**config.mk**
```make
export PLATFORM = sky130hd
export DESIGN_NAME = uvs_recip
export DESIGN_NICKNAME = d
export VERILOG_FILES = /design/src/hdl/uvs_pkg.sv /design/src/hdl/uvs_recip.sv
export SDC_FILE = /design/constraint.sdc
export NUM_CORES = 1
export LEC_CHECK = 0
export ABC_AREA = 1
export BUFFER_PORTS_ARGS = -buffer_cell sky130_fd_sc_hd__clkbuf_2
export CORE_AREA = 2 2 73 89
export DETAILED_ROUTE_END_ITERATION = 6
export DIE_AREA = 0 0 75 91
export GPL_TIMING_DRIVEN = 0
export PLACE_DENSITY = 0.79
export SYNTH_ARGS = -nofsm -noshare
export SYNTH_HDL_FRONTEND = slang
export SYNTH_SLANG_ARGS = --single-unit
```
**constraint.sdc**
```tcl
create_clock -name clock -period 2.2 [get_ports clock]
set_clock_uncertainty 0.05 [all_clocks]
set_input_delay 0.44 -clock clock [delete_from_list [all_inputs] [get_ports clock]]
set_output_delay 0.44 -clock clock [all_outputs]
set_load 0.02 [all_outputs]
```
**src/hdl/uvs_pkg.sv**
```systemverilog
// shared types, register codes and constants for the uv sphere vertex generator
// no dependencies; every module of the block imports this package
package uvs_pkg;

   // configuration limits and pipeline depths
   localparam int MAX_PRECISION = 1024;
   localparam int PH_LAT        = 3;
   localparam int SC_LAT        = 36;
   localparam int NUM_TERMS     = 11;

   // pi/2 in Q30 and one in Q30
   localparam logic [30:0] HALFPI_Q30 = 31'd1686629713;
   localparam logic [31:0] ONE_Q30    = 32'h4000_0000;

   // configuration register indexes
   typedef enum logic [2:0] {
      REG_CENTER_X  = 3'd0,
      REG_CENTER_Y  = 3'd1,
      REG_CENTER_Z  = 3'd2,
      REG_RADIUS    = 3'd3,
      REG_PRECISION = 3'd4
   } csr_reg_type;

   // reciprocal divider sequencer
   typedef enum logic {
      DIV_IDLE,
      DIV_RUN
   } div_state_type;

   // one vertex slot issued into the pipeline
   typedef struct packed {
      logic [9:0]  k;
      logic [10:0] j;
      logic        last;
      logic        off;
   } slot_type;

   // flags that travel beside the data
   typedef struct packed {
      logic valid;
      logic last;
      logic off;
   } flag_type;

   // flags plus texture coordinates
   typedef struct packed {
      logic        valid;
      logic        last;
      logic        off;
      logic [16:0] tex_s;
      logic [16:0] tex_t;
   } side_type;

   // one finished vertex
   typedef struct packed {
      logic [31:0] pos_x;
      logic [31:0] pos_y;
      logic [31:0] pos_z;
      logic [17:0] normal_x;
      logic [17:0] normal_y;
      logic [17:0] normal_z;
      logic [16:0] tex_s;
      logic [16:0] tex_t;
      logic        last_of_pair;
      logic        off_mesh;
   } vtx_type;

   // taylor divisors of term n
   function automatic int sin_div(input int n);
      return 2 * n * (2 * n + 1);
   endfunction

   function automatic int cos_div(input int n);
      return (2 * n - 1) * (2 * n);
   endfunction

endpackage

```
**src/hdl/uvs_recip.sv**
```systemverilog
// bit-serial divider producing 2^32 / precision as quotient and remainder
// depends on uvs_pkg for the sequencer state type
module uvs_recip (
   input  logic        clock,
   input  logic        reset,
   input  logic        start,
   input  logic [11:0] divisor,
   output logic        busy,
   output logic [31:0] quo,
   output logic [11:0] rem
);
   import uvs_pkg::*;

   div_state_type state_ff, state_in;
   logic [5:0]    cnt_ff, cnt_in;
   logic [12:0]   rem_ff, rem_in;
   logic [32:0]   quo_ff, quo_in;
   logic [12:0]   shifted;
   logic          ge;

   // next state
   always_comb begin
      state_in = state_ff;
      unique case (state_ff)
         DIV_IDLE: begin
            if (start) state_in = DIV_RUN;
         end
         DIV_RUN: begin
            if (start) state_in = DIV_RUN;
            else if (cnt_ff == 6'd32) state_in = DIV_IDLE;
         end
         default: state_in = DIV_IDLE;
      endcase
   end

   // outputs
   always_comb begin
      busy = (state_ff == DIV_RUN);
   end

   // one quotient bit per cycle; the dividend is a single one at bit 32
   always_comb begin
      shifted = {rem_ff[11:0], (cnt_ff == 6'd0)};
      ge      = (shifted >= {1'b0, divisor});
      cnt_in  = cnt_ff;
      rem_in  = rem_ff;
      quo_in  = quo_ff;
      if (start) begin
         cnt_in = 6'd0;
         rem_in = 13'd0;
         quo_in = 33'd0;
      end else if (state_ff == DIV_RUN) begin
         cnt_in = cnt_ff + 6'd1;
         rem_in = ge ? (shifted - {1'b0, divisor}) : shifted;
         quo_in = {quo_ff[31:0], ge};
      end
   end

   always_ff @(posedge clock) begin
      if (reset) begin
         state_ff <= DIV_RUN;
         cnt_ff   <= 6'd0;
         rem_ff   <= 13'd0;
         quo_ff   <= 33'd0;
      end else begin
         state_ff <= state_in;
         cnt_ff   <= cnt_in;
         rem_ff   <= rem_in;
         quo_ff   <= quo_in;
      end
   end

   assign quo = quo_ff[31:0];
   assign rem = rem_ff[11:0];

endmodule

```
# --- Word level (Yosys, flattened, before mapping) ---
# Cells that the tools add are included.
word_totals:
  register_bits: 51
  output_inout_bits: 45
  in_bits: 15
classes:
  eq_ne: 1
  bitwise: 1
  reduce_logical: 2
  n_addsub: 2
  n_lt_le_gt_ge: 1
  muxes: 5
op_table:
  columns: ["op", "count"]
  rows:
  - ["$ge A13 B12 Y1", 1]
  - ["$mux W12", 1]
  - ["$sub A12 B12 Y12", 1]
  - ["$add A6 B1 Y6 const B", 1]
  - ["$eq A6 B6 Y1 const B", 1]
  - ["$logic_not A6 Y1", 1]
  - ["$mux W1", 3]
  - ["$pmux W1 S2", 1]
  - ["$reduce_or A2 Y1", 1]
  - ["$not A1 Y1", 1]

# --- Logic depth before layout (Yosys ltp) ---
depth:
  depth_word: 4
  ltp_mapped: 18

# --- Least setup slack after synthesis ---
# No wires, ideal clock.
synth_path:
  path_type: "register to register"
  from: "reg cnt_ff[0]"
  to: "reg rem_ff[8]"
  t_required_ns: 2.022
  arrival_time_ns: 2.023
  stages_incl_launch_ff: 18
  path_slack_ns: -0.001
  path_buffers: 0
  period_less_slack_ns: 2.201
  path_cell_list: "dfxtp_1 -> inv_1 -> ha_1 -> nand2_1 -> nor3_1 -> inv_1 -> ha_1 -> fa_1 -> inv_1 -> nand3_1 -> nand3_1 -> nand2_1 -> nand3_1 -> nand2_1 -> nand3_1 -> nand2_1 -> nor2_1 -> nor2_1"
synth_via:
  elab_chain_cells: 3
  word_cells_on_any_way: 4
  cone_classes: "add/sub: 1; order compare: 1; mux: 1; reduce/logical: 1"
synth_lines:
  columns: ["element", "line", "source"]
  rows:
  - ["from (decl)", "uvs_recip.sv:15", "logic [5:0] cnt_ff, cnt_in;"]
  - ["from (signal assigned)", "uvs_recip.sv:67", "cnt_ff <= cnt_in;"]
  - ["$logic_not A6 Y1 (*)", "uvs_recip.sv:43", "shifted = {rem_ff[11:0], (cnt_ff == 6'd0)};"]
  - ["$sub A12 B12 Y12 / $ge A13 B12 Y1 (equally long branches)", "uvs_recip.sv:54, uvs_recip.sv:44", null]
  - ["$mux W12 (*)", "uvs_recip.sv:54", "rem_in = ge ? (shifted - {1'b0, divisor}) : shifted;"]
  - ["to (signal assigned)", "uvs_recip.sv:68", "rem_ff <= rem_in;"]
  - ["to (decl)", "uvs_recip.sv:16", "logic [12:0] rem_ff, rem_in;"]
# Mark *: on every way between the ends. The rest lies on a longest branch, timed or not.
# A chain may end at the register's enable or synchronous reset.

# --- Worst setup path after layout ---
layout_path:
  from: "reg cnt_ff[1]"
  to: "reg rem_ff[10]"
# The elaborated chain is that of the path after synthesis.

==> impl_metrics.env <==
export IMPL_dieWidth_um=75
export IMPL_antenna_cells=0
export IMPL_synth_simple_area_share_pct=37.9
export IMPL_finalWeightedCongestion=0.928
export IMPL_detail_route_antenna_nets=0
export IMPL_met2_usage_pct=40.6
export IMPL_slowest_stage="dfxtp_2"
export IMPL_setup_ws_ps=-51.8
export IMPL_post_synth_instance_area_mm2=0.00286
export IMPL_cts_root_buf="clkbuf_8"
export IMPL_synthCells=451
export IMPL_worst_slew_pin_slew_ps=542
export IMPL_synth_fa_ha_area_share_pct=6.83
export IMPL_path_max_fanout=2
export IMPL_fin_crit_sh_pct=102
export IMPL_synth_flop_cell="dfxtp_1"
export IMPL_grt_pass1_wl_um=12700
export IMPL_critical_path_top_delay_family="simple AND/OR/NAND/NOR gates"
export IMPL_grt_antenna_before_repair=0
export IMPL_cp_end_kind="flip-flop"
export IMPL_drv_slew=0
export IMPL_drt_wl_total_um=8160
export IMPL_num_vias=3167
export IMPL_total_power_mw=1.86
export IMPL_die_area_mm2=0.00683
export IMPL_violations="negative setup slack"
export IMPL_grt_max_degree=17
export IMPL_ys_warn_count=0
export IMPL_hold_path_class="reg -> reg"
export IMPL_cp_num_cells=18
export IMPL_leakagePower_nw=1.84
export IMPL_path_cells="inv_2 -> ha_4 -> nand2_4 -> nor3_4 -> inv_2 -> ha_4 -> fa_2 -> inv_2 -> buf_4 -> buf_6 -> nand3_4 -> nand3_2 -> nand2_1 -> nand2_1 -> nand3_1 -> nand3_1 -> nand2_1 -> inv_1"
export IMPL_busiest_layer="met2"
export IMPL_initial_core_util_pct=48.2
export IMPL_die_h_um=91
export IMPL_dpl_cell_area_mm2=0.00326
export IMPL_path_clk_slew_ps=100
export IMPL_clk_latency_ps=310
export IMPL_synth_compound_area_share_pct=7.53
export IMPL_critPathRequiredTime_ps=2410
export IMPL_synth_cell_types=24
export IMPL_synth_top_family_by_area="simple AND/OR/NAND/NOR gates"
export IMPL_cts_buffers_inserted=5
export IMPL_post_route_min_period_ps=2250
export IMPL_ios=60
export IMPL_ys_seq_area_share_pct=35.7
export IMPL_hold_depth=2
export IMPL_grt_util_met3_pct=4.22
export IMPL_wl_per_cell_um=13.1
export IMPL_yosysTopAreaCell="dfxtp_1"
export IMPL_synth_mux_area_share_pct=0
export IMPL_synth_edf_count=0
export IMPL_row_count=31
export IMPL_first_iter_violations=198
export IMPL_final_area_mm2=0.00370
export IMPL_area_delta_synth_final_pct=29.5
export IMPL_grtUsageTotal_pct=23.5
export IMPL_hpwlAfterDp_um=5370
export IMPL_async_flop_share_pct=0
export IMPL_synth_most_common_cell="nand2_1"
export IMPL_synth_net_count=481
export IMPL_reg2reg_depth=18
export IMPL_route_detailed_drc=0
export IMPL_setup_viol=3
export IMPL_worstSetupStartpointType="flip-flop"
export IMPL_grt_ovfl_total=0
export IMPL_ctsLongestPathBuffers=2
export IMPL_critPathBufInv=6
export IMPL_layout_nets=570
export IMPL_port_buffers=59
export IMPL_netlist_top_cells_area="dfxtp_1, nand2_1, inv_1"
export IMPL_max_freq_mhz=444
export IMPL_clock_sinks=51
export IMPL_slew_headroom_pct=63.8
export IMPL_drive_above_1_share_pct=25.5
export IMPL_drv_cap=0
export IMPL_peakVddDrop_v=0.000474
export IMPL_ys_ff_latch=51
export IMPL_grt_pass1_vias=2931
export IMPL_p_per_area_mw_per_mm2=503
export IMPL_synth_top_area_share_pct=35.7
export IMPL_outcome="complete, but fails checks"
export IMPL_use_met1_pct=26.8
export IMPL_avgViaCountPerCell=5.08
export IMPL_fillCellCount=537
export IMPL_dr_pass1_iters=4
export IMPL_syn_area_per_cell_um2=6.34
export IMPL_slowest_delay_ps=350
export IMPL_htreeDepth=2
export IMPL_critPathKind="reg -> reg"
export IMPL_rsz0062_at_grt="true"
export IMPL_netlist_top_cells_count="nand2_1, inv_1, dfxtp_1"
export IMPL_synth_xor_area_share_pct=0.919
export IMPL_cts_tree="done"
export IMPL_core_mm2=0.00593
export IMPL_crit_arrival_ps=2470
export IMPL_hold_viol_final=0
==> routing by layer <==
layer	vias up	routed length [um]	part of all wire [%]
met5	-	0	0
met4	0	415	5.1
met3	35	464	5.7
met2	108	4130	51
met1	1452	3150	39
li1	1572	-	-
==> final timing paths <==
path              slack (ps)         end  startpoint
setup / recovery         -50  rem_ff[10]   cnt_ff[1]
hold / removal           430  quo_ff[18]  quo_ff[18]
setup reg to reg         -50  rem_ff[10]   cnt_ff[1]
hold reg to reg          430  quo_ff[18]  quo_ff[18]
==> worst register-to-register path: cells and delay by family, from the launching register on <==
kind | cells | cell delay, ps
and+or+nand+nor | 9 | 660
adders and majority gates | 3 | 650
buffers and inverters | 6 | 500
DFF | 1 | 350
==> sequential cells by signal, indices dropped and copies added, names as in the netlist <==
name and flops:
busy 1, quo_ff 32, rem_ff 12, cnt_ff 6
==> layout by cell type, fill, tap and decap left out <==
| cell type | Yosys | routed |
|---|---|---|
| nand3_2 | 2 | 5 |
| clkbuf_2 | 0 | 59 |
| nand3_4 | 0 | 3 |
| o21ai_1 | 0 | 1 |
| nand2_4 | 1 | 2 |
| nor2_4 | 0 | 1 |
| dfxtp_1 | 51 | 47 |
| buf_1 | 2 | 2 |
| nor2_1 | 44 | 40 |
| buf_6 | 1 | 4 |
| ha_4 | 0 | 2 |
| nand3_1 | 30 | 24 |
| nand2_2 | 6 | 9 |
| buf_2 | 4 | 4 |
| inv_1 | 60 | 56 |
| ha_2 | 0 | 1 |
| inv_6 | 0 | 1 |
| xor2_1 | 2 | 2 |
| o21ai_0 | 4 | 3 |
| and2_1 | 1 | 1 |
| fa_2 | 0 | 1 |
| ha_1 | 14 | 11 |
| clkbuf_8 | 0 | 6 |
| bufinv_16 | 0 | 1 |
| xnor2_1 | 1 | 1 |
| a21oi_1 | 39 | 39 |
| inv_2 | 4 | 8 |
| nor3_4 | 1 | 3 |
| nor2_2 | 1 | 4 |
| nand2_1 | 159 | 155 |
| buf_4 | 0 | 20 |
| clkbuf_1 | 10 | 10 |
| dfxtp_2 | 0 | 4 |
| nor3_1 | 5 | 3 |
| nand4_1 | 8 | 8 |
==> power breakdown <==
group          internal, mW  switching, mW
registers             0.926        0.00402
logic                 0.104          0.129
clock network         0.374          0.325
total                  1.40          0.458
==> kinds of logic (layout without fill, tap and decap cells) <==
| kind of cell | after synthesis | in the layout |
|---|---|---|
| simple gates | 258 | 258 |
| buf+inv | 81 | 171 |
| xor+xnor | 3 | 3 |
| flops | 51 | 51 |
| fa+ha+maj | 15 | 15 |
| compound gates | 43 | 43 |
==> through the flow <==
step / worst slack, ps / hold WS, ps / utilization [%] / std cells / TNS (ps)
floorplan: 47.4 / 419 / - / 451 / 0
global placement: -187 / 401 / 55.0 / 592 / -430
detailed placement: -192 / 419 / 55.0 / 592 / -519
CTS: -59.6 / 427 / 60.7 / 622 / -59.6
global route: -175 / 458 / 62.4 / 623 / -777
finish: -51.8 / 432 / 62.4 / 623 / -101
==> layout make-up <==
type | count | area [um^2] | share of cell area, %
plain buffers | 17 | 76.3 | 2.06
clock buffers | 6 | 82.6 | 2.23
clock inverters | 2 | 38.8 | 1.05
inverters | 64 | 240 | 6.49
multi-input cells | 319 | 1660 | 44.7
flip-flops and latches | 51 | 1030 | 27.7
well taps | 82 | 103 | 2.77
repair buffers | 82 | 479 | 12.9
==> what timing repair did <==
item,in CTS,in global routing
endpoints found under the hold margin,0,0
endpoints found under the setup margin,9,13
gates cloned,0,1
hold buffers,0,0
gates resized for setup,18,23
pin swaps,11,18
setup buffers,22,3
Power figures use the tool's default switching activity.
