--- src/hdl/uvs_pkg.sv ---
// shared types, register codes and constants for the uv sphere vertex generator
// no dependencies; every module of the block imports this package
package uvs_pkg;

   // configuration limits and pipeline depths
   localparam int MAX_PRECISION = 1024;
   localparam int PH_LAT        = 3;
   localparam int SC_LAT        = 36;
   localparam int NUM_TERMS     = 11;

   // pi/2 in Q30 and one in Q30
   localparam logic [30:0] HALFPI_Q30 = 31'd1686629713;
   localparam logic [31:0] ONE_Q30    = 32'h4000_0000;

   // configuration register indexes
   typedef enum logic [2:0] {
      REG_CENTER_X  = 3'd0,
      REG_CENTER_Y  = 3'd1,
      REG_CENTER_Z  = 3'd2,
      REG_RADIUS    = 3'd3,
      REG_PRECISION = 3'd4
   } csr_reg_type;

   // reciprocal divider sequencer
   typedef enum logic {
      DIV_IDLE,
      DIV_RUN
   } div_state_type;

   // one vertex slot issued into the pipeline
   typedef struct packed {
      logic [9:0]  k;
      logic [10:0] j;
      logic        last;
      logic        off;
   } slot_type;

   // flags that travel beside the data
   typedef struct packed {
      logic valid;
      logic last;
      logic off;
   } flag_type;

   // flags plus texture coordinates
   typedef struct packed {
      logic        valid;
      logic        last;
      logic        off;
      logic [16:0] tex_s;
      logic [16:0] tex_t;
   } side_type;

   // one finished vertex
   typedef struct packed {
      logic [31:0] pos_x;
      logic [31:0] pos_y;
      logic [31:0] pos_z;
      logic [17:0] normal_x;
      logic [17:0] normal_y;
      logic [17:0] normal_z;
      logic [16:0] tex_s;
      logic [16:0] tex_t;
      logic        last_of_pair;
      logic        off_mesh;
   } vtx_type;

   // taylor divisors of term n
   function automatic int sin_div(input int n);
      return 2 * n * (2 * n + 1);
   endfunction

   function automatic int cos_div(input int n);
      return (2 * n - 1) * (2 * n);
   endfunction

endpackage

--- src/hdl/uvs_feed.sv ---
// input holding register that splits each on-mesh transfer into two vertex slots, an off-mesh one into one
// depends on uvs_pkg for the slot type and the precision limit
module uvs_feed (
   input  logic            clock,
   input  logic            reset,
   input  logic            req_valid,
   output logic            req_ready,
   input  logic [8:0]      req_ring_index,
   input  logic [10:0]     req_segment_index,
   input  logic [11:0]     pabs,
   input  logic            hold,
   input  logic            adv,
   output logic            slot_valid,
   output uvs_pkg::slot_type slot
);
   import uvs_pkg::*;

   logic        item_v_ff, item_v_in;
   logic        sub_ff, sub_in;
   logic [8:0]  ring_ff, ring_in;
   logic [10:0] seg_ff, seg_in;
   logic        off;
   logic        last_now;
   logic        take;

   // mesh bounds check
   always_comb begin
      off = (pabs < 12'd2) || (pabs > 12'(MAX_PRECISION)) ||
            (12'(ring_ff) >= (pabs >> 1)) || (12'(seg_ff) > pabs);
      last_now = off || sub_ff;
   end

   assign req_ready = !hold && (!item_v_ff || (adv && last_now));
   assign take      = req_valid && req_ready;

   // upper vertex first, then lower; an off-mesh item gives one slot
   always_comb begin
      item_v_in = item_v_ff;
      sub_in    = sub_ff;
      ring_in   = ring_ff;
      seg_in    = seg_ff;
      if (item_v_ff && adv) begin
         if (last_now) begin
            item_v_in = 1'b0;
            sub_in    = 1'b0;
         end else begin
            sub_in = 1'b1;
         end
      end
      if (take) begin
         item_v_in = 1'b1;
         sub_in    = 1'b0;
         ring_in   = req_ring_index;
         seg_in    = req_segment_index;
      end
   end

   always_ff @(posedge clock) begin
      if (reset) begin
         item_v_ff <= 1'b0;
         sub_ff    <= 1'b0;
      end else begin
         item_v_ff <= item_v_in;
         sub_ff    <= sub_in;
      end
      ring_ff <= ring_in;
      seg_ff  <= seg_in;
   end

   // slot fields
   always_comb begin
      slot_valid = item_v_ff;
      slot.k     = sub_ff ? {1'b0, ring_ff} : ({1'b0, ring_ff} + 10'd1);
      slot.j     = seg_ff;
      slot.last  = last_now;
      slot.off   = off;
   end

endmodule

--- config.mk ---
export PLATFORM = sky130hd
export DESIGN_NAME = uvs_feed
export DESIGN_NICKNAME = d
export VERILOG_FILES = /design/src/hdl/uvs_pkg.sv /design/src/hdl/uvs_feed.sv
export SDC_FILE = /design/constraint.sdc
export NUM_CORES = 1
export LEC_CHECK = 0
export BUFFER_PORTS_ARGS = -buffer_cell sky130_fd_sc_hd__buf_2
export CAP_MARGIN = 20
export CORE_ASPECT_RATIO = 0.7
export CORE_MARGIN = 8
export CORE_UTILIZATION = 45
export CTS_BUF_LIST = sky130_fd_sc_hd__clkbuf_16
export DETAILED_ROUTE_END_ITERATION = 6
export PLACE_DENSITY = 0.76
export REMOVE_ABC_BUFFERS = 1
export SYNTH_ARGS = -nofsm -noshare
export SYNTH_HDL_FRONTEND = slang
export SYNTH_SLANG_ARGS = --single-unit
--- constraint.sdc ---
create_clock -name clock -period 3.72 [get_ports clock]
set_input_delay 0.372 -clock clock [delete_from_list [all_inputs] [get_ports clock]]
set_output_delay 0.372 -clock clock [all_outputs]
set_load 0.01 [all_outputs]
* Word level (Yosys, flattened, before mapping)
Cells that the tools add are included.
Word-level totals: bits in registers 22, bits in latches 0, bits in writable memories 0, bits in read-only memories 0, bits of input ports 37, output and inout port bits 25, word-level logic and storage cells 29, memories kept 0
Operators by class: add/subtract/negate cells 1, multiply operators 0, divide/modulo/power cells 0, order comparisons 4, equal/unequal tests 0, shifts and indexed selects 0, mux-type cells 5, bitwise logic cells 0, reductions and logical operators 15
Operators by type and width (number):
- 11-bit by 12-bit > comparator with 1-bit output | 1
- 12-bit by 11-bit > comparator with 1-bit output (second input constant) | 1
- 12-bit by 2-bit less-than comparator with 1-bit output (second input constant) | 1
- 9-bit by 11-bit >= comparator with 1-bit output | 1
- 9-bit by 1-bit adder with 10-bit output (second input constant) | 1
- 10-bit 2-to-1 mux | 1
- 1-bit logical OR | 5
- 1-bit logical AND | 4
- 1-bit 2-to-1 mux | 4
- 2-bit nonzero test | 2
- 1-bit logical NOT | 2
- 2-bit AND reduction | 1
- 2-bit OR reduction | 1

* Depth between registers and ports, before layout
Gate-level depths: netlist (run 1).
depth in word-level cells 11, gate-level depth with buffers 9, gate-level depth less buffers 8

* Least setup slack after synthesis (run 1)
No wires, ideal clock.
kind register -> register, from reg ring_ff[6], to reg ring_ff[0], enable pin, setup time 0.428 ns, data arrival time 2.985 ns, data required time 3.292 ns, setup slack 0.307 ns, stages on the path, launching flop included 8, path buffers 0, clock period less this slack 3.413 ns, cells stage by stage edfxtp_1 -> ha_1 -> nand2_1 -> o21ai_0 -> a21oi_1 -> o311ai_1 -> nor2_1 -> a211oi_1
Between the ends: longest elaborated chain between the ends 8
RTL lines:
- start, declared | RTL line uvs_feed.sv:20 | logic [8:0] ring_ff, ring_in;
- start signal, assigned | RTL line uvs_feed.sv:66 | ring_ff <= ring_in;
- 9-bit by 11-bit >= comparator with 1-bit output | RTL line uvs_feed.sv:29 | (12'(ring_ff) >= (pabs >> 1)) || (12'(seg_ff) > pabs);
- 1-bit logical OR | RTL line uvs_feed.sv:28 | off = (pabs < 12'd2) || (pabs > 12'(MAX_PRECISION)) ||
- 1-bit logical OR | RTL line uvs_feed.sv:29
- 1-bit logical OR | RTL line uvs_feed.sv:30 | last_now = off || sub_ff;
- 1-bit logical AND | RTL line uvs_feed.sv:33 | assign req_ready = !hold && (!item_v_ff || (adv && last_now));
- 1-bit logical OR | RTL line uvs_feed.sv:33
- 1-bit logical AND | RTL line uvs_feed.sv:33
- 1-bit logical AND | RTL line uvs_feed.sv:34 | assign take = req_valid && req_ready;
No other way between the ends. A chain may end at the register's enable or synchronous reset.

* Worst setup path in the final report (run 1)
from reg ring_ff[2], to out req_ready
Between the ends: longest elaborated chain between the ends 7
RTL lines:
- 9-bit by 11-bit >= comparator with 1-bit output | RTL line uvs_feed.sv:29
- 1-bit logical OR | RTL line uvs_feed.sv:28
- 1-bit logical OR | RTL line uvs_feed.sv:29
- 1-bit logical OR | RTL line uvs_feed.sv:30
- 1-bit logical AND | RTL line uvs_feed.sv:33
- 1-bit logical OR | RTL line uvs_feed.sv:33
- 1-bit logical AND | RTL line uvs_feed.sv:33
- end, declared | RTL line uvs_feed.sv:7 | output logic req_ready,
No other way between the ends.

==> results.py, run 1 <==
metrics = {
    "run_status": {
        "status": "finished clean",
    },
    "clocking": {
        "post_cts_resized": 0,
        "cts_setup_buffers": 0,
        "cts_tree": "yes",
        "path_clk_slew_ns": 0.06,
        "cts_htree_levels": 1,
        "cts_buffers": 3,
        "clockBufferDepth": 2,
        "insertion_delay_ns": 0.26,
        "cts_root_buf": "clkbuf_16",
        "holdBufCountCts": 0,
        "clock_sinks": 22,
    },
    "yosys": {
        "yosysTopAreaCell": "edfxtp_1",
        "synth_area_leaders": "edfxtp_1 (42%), ha_1 (18%), inv_1 (3.9%)",
        "synth_cell_types": 33,
        "postSynthAreaPerCell_um2": 10.9,
        "netlist_area_um2": 1430,
        "synthDominantCellAreaShare": 0.419,
        "ys_seq_area_frac": 0.447,
        "ys_warn_count": 0,
        "synthCells": 132,
        "ys_ff_latch": 22,
    },
    "floorplan": {
        "die-area_um2": 5270,
        "dieHeight_um": 63.2,
        "die_w_um": 83.4,
        "ios": 62,
        "rows": 17,
        "core_area_um2": 3110,
        "start_util": 0.461,
    },
    "timing": {
        "fin_crit_ns": 2.72,
        "fmaxAchievable_mhz": 368,
        "relSlewSlack": 0.734,
        "rsz0062_at_grt": "no",
        "slew_violations": 0,
        "setup_viol": 0,
        "fin_crit_sh": 0.731,
        "worst_slew_pin_slew_ns": 0.393,
        "fin_skew_ns": 0.00552,
        "tns_ns": 0,
        "finalHoldViolCount": 0,
    },
    "global_routing": {
        "grt_start_max_net_pins": 21,
        "grt_pass1_wl_um": 6160,
        "grt_pass1_vias": 1332,
        "track_usage": 0.142,
        "antenna_found_initial": 0,
        "overflow": 0,
    },
    "min_path": {
        "hp-class": "primary input to register",
        "hp-start": "req_segment_index[0]",
    },
    "place": {
        "dpl.hpwl_um": 3110,
        "gp_congestion": 0.854,
        "port_buffers": 61,
    },
    "route": {
        "routed-via-count": 1206,
        "ant_nets": 0,
        "route.detailed.drc": 0,
        "routedWlPerCell_um": 15.6,
        "dr.pass1.iters": 4,
        "dr.first_iter.drc_count": 61,
        "viasPerCell": 5.18,
        "drt-total-wl_um": 3640,
    },
    "flow_run": {
        "cap_violations": 0,
    },
    "setup_path": {
        "reg2reg_slack_ns": 1.18,
        "crit_type": "register to output pin",
        "critical_path.startpoint": "ring_ff[2]",
        "endpoint": "req_ready",
        "crit_path_cell_trace": "ha_1 -> nand2_1 -> o21ai_0 -> a21oi_1 -> o311ai_1 -> nor2_1 -> a211oi_1 -> buf_2",
        "crit_slowest_cell": "edfxtp_1",
        "rr_worst_depth": 8,
        "r2r-start": "ring_ff[2]",
        "critical_path_depth": 8,
        "cp_max_fo": 5,
        "worstSetupStartpointType": "register",
        "cp_slowest_stage_delay_ns": 0.48,
        "arrival_ns": 2.35,
        "worst-path-buf-inv": 1,
        "endpoint_kind": "output pin",
        "cp_top_family": "compound AO/OA/AOI/OAI gates",
        "required_ns": 3.35,
        "r2r_end": "ring_ff[3]",
    },
    "power": {
        "max-vdd-ir-drop_mv": 0.264,
        "leakage_uw": 0.000869,
        "combPwrFrac": 0.176,
        "intPower_uw": 479,
        "swShare": 0.243,
        "p_clk_frac": 0.361,
        "power_density_nw_per_um2": 341,
        "p_switching_uw": 154,
        "seqPwrFrac": 0.463,
    },
    "layout": {
        "nets": 254,
        "drive_gt1_frac": 0.369,
        "syn_to_final_growth_pct": 29.6,
        "utilization": 0.598,
        "antennaDiodeCount": 0,
    },
}
[worst reg2reg max path, cell delays in order, from the launching register on]
cell and delay (ns):
edfxtp_1 0.48, ha_1 0.35, nand2_1 0.05, o21ai_0 0.15, a21oi_1 0.10, o311ai_1 0.40, nor2_1 0.18, a211oi_2 0.21
buf_4 0.31
[layout make-up]
class | instances | area, um2
Tap cell | 38 | 47.5
Clock inverter | 1 | 3.75
Multi-Input combinational cell | 92 | 721
Fill cell | 280 | 1250
Inverter | 15 | 56.3
Timing Repair Buffer | 62 | 313
Clock buffer | 3 | 75.1
Sequential cell | 22 | 641
[through the flow]
step | hold slack (ns) | instances | power [uW] | setup slack [ns] | instance area, um2
global placement | 0.548 | 229 | 404 | 1.20 | 1780
floorplan | 0.441 | 129 | 358 | 0.307 | 1410
finish | 0.285 | 233 | 633 | 1.00 | 1860
global route | 0.280 | 233 | 666 | 0.780 | 1860
CTS | 0.281 | 233 | 642 | 0.996 | 1860
detailed placement | 0.550 | 229 | 411 | 1.14 | 1780
[power by group through the flow]
stage          Clock (uW)  Sequential, uW  Combinational, uW
6_report              229             293                112
5_1_grt               245             294                126
4_1_cts               236             293                113
3_5_place_dp            0             299                112
3_3_place_gp            0             298                106
2_1_floorplan           0             299               58.9
[cells by family after synthesis]
group	Yosys count	share of synthesized area
AOI/OAI and AO/OA	24	0.114
xor gates and xnor gates	8	0.0489
adders and majority gates	21	0.183
buffers and inverters	18	0.0533
DFF	22	0.447
muxes	2	0.0148
and+or+nand+nor	37	0.138
[synth_stat cells]
cell / instances
a211o_1: 1
a211oi_1: 2
a211oi_2: 1
a21oi_1: 10
a31o_2: 1
and4_1: 1
buf_2: 1
buf_4: 2
dfxtp_1: 2
edfxtp_1: 20
ha_1: 21
inv_1: 15
mux2_2: 1
mux2i_1: 1
nand2_1: 10
nand2b_1: 4
nand3_1: 3
nand4_1: 3
nand4b_1: 2
nor2_1: 5
nor2b_1: 4
nor3_1: 2
nor4_1: 1
o211ai_1: 2
o211ai_2: 1
o21ai_0: 3
o21ai_2: 1
o311ai_1: 1
o31a_1: 1
or3_2: 1
or4_1: 1
xnor2_1: 6
xor2_1: 2
[sequential cells by signal (all words and copies together) (netlist names)]
| register | flops |
|---|---|
| ring_ff | 9 |
| seg_ff | 11 |
| slot_valid | 1 |
| sub_ff | 1 |
[cell usage in the layout, fill, tap and decap left out, drive strengths merged]
cell    Yosys  routed
buf         3      62
ha         21      21
edfxtp     20      20
inv        15      15
a21oi      10      10
nand2      10      10
xnor2       6       6
nor2        5       5
nor2b       4       4
nand2b      4       4
o21ai       4       4
nand4       3       3
nand3       3       3
clkbuf      0       3
a211oi      3       3
o211ai      3       3
nand4b      2       2
nor3        2       2
xor2        2       2
dfxtp       2       2
a211o       1       1
o31a        1       1
nor4        1       1
mux2i       1       1
o311ai      1       1
and4        1       1
mux2        1       1
or3         1       1
a31o        1       1
or4         1       1
clkinv      0       1
[layer usage]
metal,wire [um],vias to the layer above,global-route usage
met5,0,-,0
met1,1590,553,0.160
li1,-,607,-
met2,1630,39,0.225
met4,80,0,0.0665
met3,338,7,0.0629
[worst min path at each step]
| stage | slack (ns) | end | cells past startpoint |
|---|---|---|---|
| 6_report | 0.29 | seg_ff[0] | 1 |
| 2_1_floorplan | 0.44 | sub_ff | 1 |
| 3_5_place_dp | 0.55 | seg_ff[6] | 1 |
| 5_1_grt | 0.28 | seg_ff[6] | 1 |
| 3_3_place_gp | 0.55 | ring_ff[8] | 1 |
| 4_1_cts | 0.28 | seg_ff[0] | 1 |
Power figures use the tool's default switching activity.
==> inputs of run 2 (changes only) <==
Settings changed: ABC_AREA set to 1, CORE_UTILIZATION 45 to 44.
Clock period 3.72 ns to 2.5 ns, I/O delays scaled along.
==> run 2 against run 1 <==
Compared with the run above:
- combinational power is 69% higher
- clock power is 47% higher
- design area is 11% higher
- sequential power is 47% higher
- first-iteration DRC count is 28% lower
- core utilization is 0.87 points lower
- register-to-register slack worse by 0.92 ns
- worst setup slack worse by 0.75 ns
- non-clock buffer count is 3 higher
- critical endpoint unchanged
==> results.py, run 2 <==
metrics = {
    "clocking": {
        "cts_buffers": 3,
        "clockBufferDepth": 2,
        "cts_htree_levels": 1,
        "cts_tree": "yes",
        "path_clk_slew_ns": 0.06,
        "holdBufCountCts": 0,
        "insertion_delay_ns": 0.25,
        "clock_sinks": 22,
        "cts_root_buf": "clkbuf_16",
        "cts_setup_buffers": 0,
    },
    "floorplan": {
        "start_util": 0.454,
        "die-area_um2": 5810,
        "core_area_um2": 3490,
        "ios": 62,
        "dieHeight_um": 66.2,
        "die_w_um": 87.7,
        "rows": 18,
    },
    "global_routing": {
        "antenna_found_initial": 0,
        "overflow": 0,
        "track_usage": 0.131,
        "grt_pass1_vias": 1335,
        "grt_pass1_wl_um": 5880,
        "grt_start_max_net_pins": 21,
    },
    "timing": {
        "rsz0062_at_grt": "no",
        "fin_crit_sh": 0.901,
        "slew_violations": 0,
        "fin_crit_ns": 2.25,
        "fin_skew_ns": 0.00209,
        "fmaxAchievable_mhz": 444,
        "finalHoldViolCount": 0,
        "tns_ns": 0,
        "setup_viol": 0,
        "relSlewSlack": 0.821,
        "worst_slew_pin_slew_ns": 0.267,
    },
    "power": {
        "combPwrFrac": 0.198,
        "seqPwrFrac": 0.450,
        "max-vdd-ir-drop_mv": 0.343,
        "swShare": 0.251,
        "p_switching_uw": 240,
        "power_density_nw_per_um2": 465,
        "total_power_uw": 956,
        "p_clk_frac": 0.352,
        "intPower_uw": 717,
        "leakage_uw": 0.00108,
    },
    "yosys": {
        "synth.top_cells.by_count": "nand2_1 (42), inv_1 (29), ha_1 (21)",
        "ys_warn_count": 0,
        "synthDominantCellAreaShare": 0.379,
        "ys.flop_type": "edfxtp_1",
        "synth_cell_types": 30,
        "synth_edf_count": 20,
        "synth_top_family_by_area": "simple AND/OR/NAND/NOR gates",
        "ys_seq_area_frac": 0.404,
        "synthSimpleGateAreaFrac": 0.240,
        "synthMostInstantiatedCell": "nand2_1",
        "synth_area_leaders": "edfxtp_1 (38%), ha_1 (17%), nand2_1 (10%)",
        "netlist_area_um2": 1580,
        "synth_compound_area_frac": 0.0466,
        "ys_ff_latch": 22,
        "synthAdderAreaFrac": 0.166,
        "postSynthAreaPerCell_um2": 9.05,
        "synthArstFlopShare": 0,
        "yosysTopAreaCell": "edfxtp_1",
        "synthCells": 175,
        "synthXorXnorAreaFrac": 0.0387,
        "synth_mux_area_frac": 0,
    },
    "setup_path": {
        "r2r-start": "ring_ff[6]",
        "worstSetupStartpointType": "register",
        "cp_max_fo": 3,
        "rr_worst_depth": 13,
        "crit_type": "register to output pin",
        "arrival_ns": 2.00,
        "crit_path_cell_trace": "ha_1 -> nand2_1 -> inv_1 -> a21oi_1 -> nand2_1 -> nand2_1 -> nand2_1 -> nor2_4 -> nand3_4 -> nand2_4 -> nand2_4 -> nand2_1 -> inv_1 -> buf_2",
        "crit_slowest_cell": "edfxtp_1",
        "cp_slowest_stage_delay_ns": 0.41,
        "cp_top_family": "simple AND/OR/NAND/NOR gates",
        "worst-path-buf-inv": 3,
        "endpoint_kind": "output pin",
        "required_ns": 2.25,
        "reg2reg_slack_ns": 0.26,
        "crit_top_cell": "nand2_1",
        "r2r_end": "ring_ff[8]",
    },
    "place": {
        "placed_cells": 288,
        "gp_congestion": 0.765,
        "dpl.hpwl_um": 3080,
        "port_buffers": 61,
    },
    "route": {
        "viasPerCell": 4.46,
        "drt-total-wl_um": 3610,
        "routedWlPerCell_um": 12.3,
        "ant_nets": 0,
        "dr.pass1.iters": 4,
        "route.detailed.drc": 0,
        "dr.first_iter.drc_count": 44,
        "routed-via-count": 1308,
    },
    "layout": {
        "reg_top3": "seg_ff: 11 flops, ring_ff: 9 flops",
        "layout.cells.non_filler": 293,
        "antennaDiodeCount": 0,
        "utilization": 0.589,
        "nets": 302,
        "layout.filler_cells": 330,
        "layout_commonest_cell": "buf_2",
        "syn_to_final_growth_pct": 29.9,
        "largest-register": "seg_ff",
        "drive_gt1_frac": 0.407,
        "largest_reg_flops": 11,
        "layout_common_cells": "buf_2 (61), nand2_1 (42), inv_1 (28)",
    },
    "min_path": {
        "hp-class": "primary input to register",
        "hp-start": "req_segment_index[1]",
        "worstHoldPathCells": 1,
        "hold_path_end": "seg_ff[1]",
    },
    "flow_run": {
        "cap_violations": 0,
    },
    "run_status": {
        "status": "finished clean",
    },
}
==> run 2: changes by cell type after synthesis, sizes merged, moves of 4 or more <==
| cell | before | now |
|---|---|---|
| inv | 15 | 40 |
| nand2 | 10 | 46 |
| nand2b | 4 | 0 |
| nor2 | 5 | 10 |
| nor2b | 4 | 0 |
==> run 2: worst max-delay path by stage <==
stage	end	cells past startpoint	slack, ns	from
floorplan	ring_ff[0]	13	0.20	seg_ff[10]
global placement	seg_ff[8]	13	0.08	seg_ff[10]
detailed placement	seg_ff[8]	13	-0.03	seg_ff[10]
CTS	ring_ff[8]	13	0.10	ring_ff[6]
global route	seg_ff[5]	15	0.08	ring_ff[2]
finish	req_ready	14	0.25	ring_ff[6]
==> run 2: logic make-up (layout without fill, tap and decap cells) <==
kind of cell	count (synthesis)	after routing
and+or+nand+nor	71	71
buffers and inverters	42	110
DFF	22	22
adders and majority gates	21	21
AOI/OAI and AO/OA	12	12
xor gates and xnor gates	7	7
==> run 2: layer usage <==
metal	global-route usage	routed length, um
met4	0.0277	19
met3	0.0658	388
met1	0.157	1600
met2	0.207	1600
met5	0	0
==> run 2: area by class of cell <==
type	instances	area, um2	area share
Tap cell	50	62.6	0.0304
Clock buffer	3	75.1	0.0365
Timing Repair Buffer	65	335	0.163
Inverter	40	154	0.0748
Sequential cell	22	641	0.311
Multi-Input combinational cell	111	778	0.378
Clock inverter	1	3.75	0.00182
Timing Repair inverter	1	7.51	0.00365
==> run 2: metrics by stage <==
| step | setup WS, ns | hold slack (ns) | area (um2) |
|---|---|---|---|
| finish | 0.248 | 0.168 | 2060 |
| global route | 0.0836 | 0.160 | 2060 |
| floorplan | 0.202 | 0.349 | 1570 |
| detailed placement | -0.0263 | 0.428 | 1970 |
| CTS | 0.104 | 0.164 | 2050 |
| global placement | 0.0782 | 0.427 | 1970 |
==> run 2: power groups by stage <==
| stage | Sequential, uW | Clock [uW] | Combinational [uW] |
|---|---|---|---|
| finish | 431 | 337 | 189 |
| global route | 433 | 363 | 217 |
| CTS | 431 | 347 | 191 |
| detailed placement | 439 | 0 | 189 |
| global placement | 438 | 0 | 183 |
| floorplan | 442 | 0 | 106 |
==> run 2: timing repair <==
action | 4_1_cts | 5_1_grt
cloned | 0 | 1
endpoints found under the setup margin | 20 | 20
gates resized for setup | 1 | 1
==> run 2: worst register-to-register path, cell delays in order (launching register included) <==
cell and delay, ns:
edfxtp_1 0.41, ha_1 0.32, nand2_1 0.09, inv_1 0.05
a21oi_1 0.14, nand2_1 0.06, nand2_1 0.05, nand2_1 0.08
nor2_4 0.14, nand3_4 0.09, nand2_4 0.07, nand2_4 0.05
nand3_2 0.13, clkinvlp_4 0.26
==> inputs of run 3 (changes only) <==
Settings changed: ABC_CLOCK_PERIOD_IN_PS set to 2500, CORE_UTILIZATION 44 to 45, CTS_BUF_LIST sky130_fd_sc_hd__clkbuf_16 to sky130_fd_sc_hd__clkbuf_2 sky130_fd_sc_hd__clkbuf_4 sky130_fd_sc_hd__clkbuf_8, PLACE_DENSITY 0.76 to 0.78.
==> run 3 against run 2 <==
Compared with the run above:
- clock skew is 0.00069 ns higher
- sequential share of layout area is 1.1 points higher
- sequential power hardly changed
- worst setup slack worse by 0.051 ns
- clock-buffer cell count stayed put
- first-iteration DRC count is 27% lower
- flip-flop and latch count stayed put
- combinational power is 4% lower
- critical endpoint unchanged
- largest power group unchanged
==> results.py, run 3 (synthesized netlist as in run 2, its figures left out) <==
metrics = {
    "power": {
        "leakage_uw": 0.00106,
        "power_density_nw_per_um2": 421,
        "max-vdd-ir-drop_mv": 0.300,
        "total_power_uw": 838,
        "combPwrFrac": 0.216,
        "swShare": 0.272,
        "intPower_uw": 610,
        "seqPwrFrac": 0.516,
        "p_switching_uw": 228,
        "p_clk_frac": 0.268,
    },
    "setup_path": {
        "rr_worst_depth": 14,
        "r2r_end": "seg_ff[9]",
        "cp_max_fo": 4,
        "crit_type": "register to output pin",
        "reg2reg_slack_ns": 0.35,
        "critical_path.startpoint": "ring_ff[6]",
        "required_ns": 2.25,
        "r2r-start": "seg_ff[10]",
        "arrival_ns": 2.05,
        "endpoint_kind": "output pin",
        "worstSetupStartpointType": "register",
        "endpoint": "req_ready",
    },
    "timing": {
        "rsz0062_at_grt": "no",
        "worst_slew_pin_slew_ns": 0.272,
        "slew_violations": 0,
        "worst_slack_ns": 0.198,
        "relSlewSlack": 0.818,
        "fin_crit_sh": 0.921,
        "tns_ns": 0,
        "finalHoldViolCount": 0,
        "fin_crit_ns": 2.30,
        "fmaxAchievable_mhz": 434,
        "setup_viol": 0,
        "fin_skew_ns": 0.00278,
    },
    "global_routing": {
        "antenna_found_initial": 0,
        "grt_pass1_vias": 1274,
        "grt_start_max_net_pins": 21,
        "grt_pass1_wl_um": 5540,
        "track_usage": 0.125,
        "overflow": 0,
    },
    "layout": {
        "layout_commonest_cell": "buf_2",
        "largest-register": "seg_ff",
        "final_cell_area_um2": 1990,
        "nets": 298,
        "drive_gt1_frac": 0.393,
        "reg_top3": "seg_ff: 11 flops, ring_ff: 9 flops",
        "largest_reg_flops": 11,
        "layout.filler_cells": 320,
        "syn_to_final_growth_pct": 25.6,
        "layout_common_cells": "buf_2 (61), nand2_1 (42), inv_1 (29)",
        "antennaDiodeCount": 0,
    },
    "route": {
        "dr.pass1.iters": 4,
        "routedWlPerCell_um": 12.0,
        "dr.first_iter.drc_count": 32,
        "viasPerCell": 4.45,
        "ant_nets": 0,
        "drt-total-wl_um": 3470,
        "route.detailed.drc": 0,
        "routed-via-count": 1286,
    },
    "clocking": {
        "cts_buffers": 3,
        "post_cts_resized": 0,
        "holdBufCountCts": 0,
        "cts_tree": "yes",
        "path_clk_slew_ns": 0.08,
        "cts_root_buf": "clkbuf_8",
        "clockBufferDepth": 2,
        "cts_setup_buffers": 0,
        "insertion_delay_ns": 0.27,
        "clock_sinks": 22,
        "cts_htree_levels": 1,
    },
    "floorplan": {
        "core_area_um2": 3450,
        "die-area_um2": 5700,
        "start_util": 0.460,
        "rows": 18,
        "dieHeight_um": 65.6,
        "die_w_um": 86.9,
        "ios": 62,
    },
    "run_status": {
        "status": "finished clean",
    },
    "flow_run": {
        "cap_violations": 0,
    },
    "place": {
        "port_buffers": 61,
        "dpl.hpwl_um": 3020,
        "dp_slack_ns": 0.344,
        "gp_congestion": 0.752,
        "dpl_cell_area_um2": 1940,
    },
    "min_path": {
        "hp-class": "primary input to register",
    },
}
-- run 3: cell count changes in the layout (fill, tap and decap cells not counted), sizes merged --
cell      previous run  this run
clkinvlp             2         0
buf                 65        62
inv                 39        40
-- run 3: layout make-up --
cell class	instances	area (um2)	area share
clock buffers	3	41.3	0.0208
clock inverters	1	3.75	0.00189
inverters	40	150	0.0755
repair buffers	62	313	0.157
well taps	50	62.6	0.0314
flip-flops and latches	22	641	0.322
multi-input cells	111	778	0.391
-- run 3: how the worst min path moves through the flow --
stage	start	endpoint	slack, ns	cells past startpoint
after floorplan	req_ring_index[0]	ring_ff[0]	0.35	0
final	req_segment_index[5]	seg_ff[5]	0.15	1
after detailed placement	req_segment_index[6]	seg_ff[6]	0.43	1
after CTS	req_segment_index[6]	seg_ff[6]	0.14	1
after global routing	req_segment_index[5]	seg_ff[5]	0.14	1
after global placement	req_segment_index[5]	seg_ff[5]	0.43	1
-- run 3: worst max-delay path, cell delays in order (launching register included) --
cell and delay (ns):
edfxtp_1 0.46, ha_1 0.32, nand2_1 0.08, inv_1 0.04
a21oi_1 0.14, nand2_1 0.06, nand2_1 0.05, nand2_1 0.07
nor2_4 0.13, nand3_4 0.09, nand2_4 0.07, nand2_4 0.05
nand2_1 0.06, inv_1 0.03, buf_2 0.13
-- run 3: layer usage --
layer	wire length, um	track usage	vias to the layer above	part of all wire
met4	34	0.0385	0	0.0098
met3	279	0.0585	5	0.080
met1	1600	0.147	558	0.46
li1	-	-	687	-
met5	0	0	-	0
met2	1560	0.197	36	0.45
-- run 3: power groups by stage --
stage          Combinational (uW)  Sequential, uW  Clock, uW
2_1_floorplan                 106             442          0
3_3_place_gp                  178             440          0
3_5_place_dp                  183             441          0
4_1_cts                       184             432        235
5_1_grt                       206             435        244
6_report                      181             432        225
-- run 3: per-stage QoR --
step,hold WS (ns),util,cells
2_1_floorplan,0.349,-,173
3_3_place_gp,0.427,0.564,285
3_5_place_dp,0.428,0.564,285
4_1_cts,0.144,0.577,289
5_1_grt,0.144,0.577,289
6_report,0.152,0.577,289
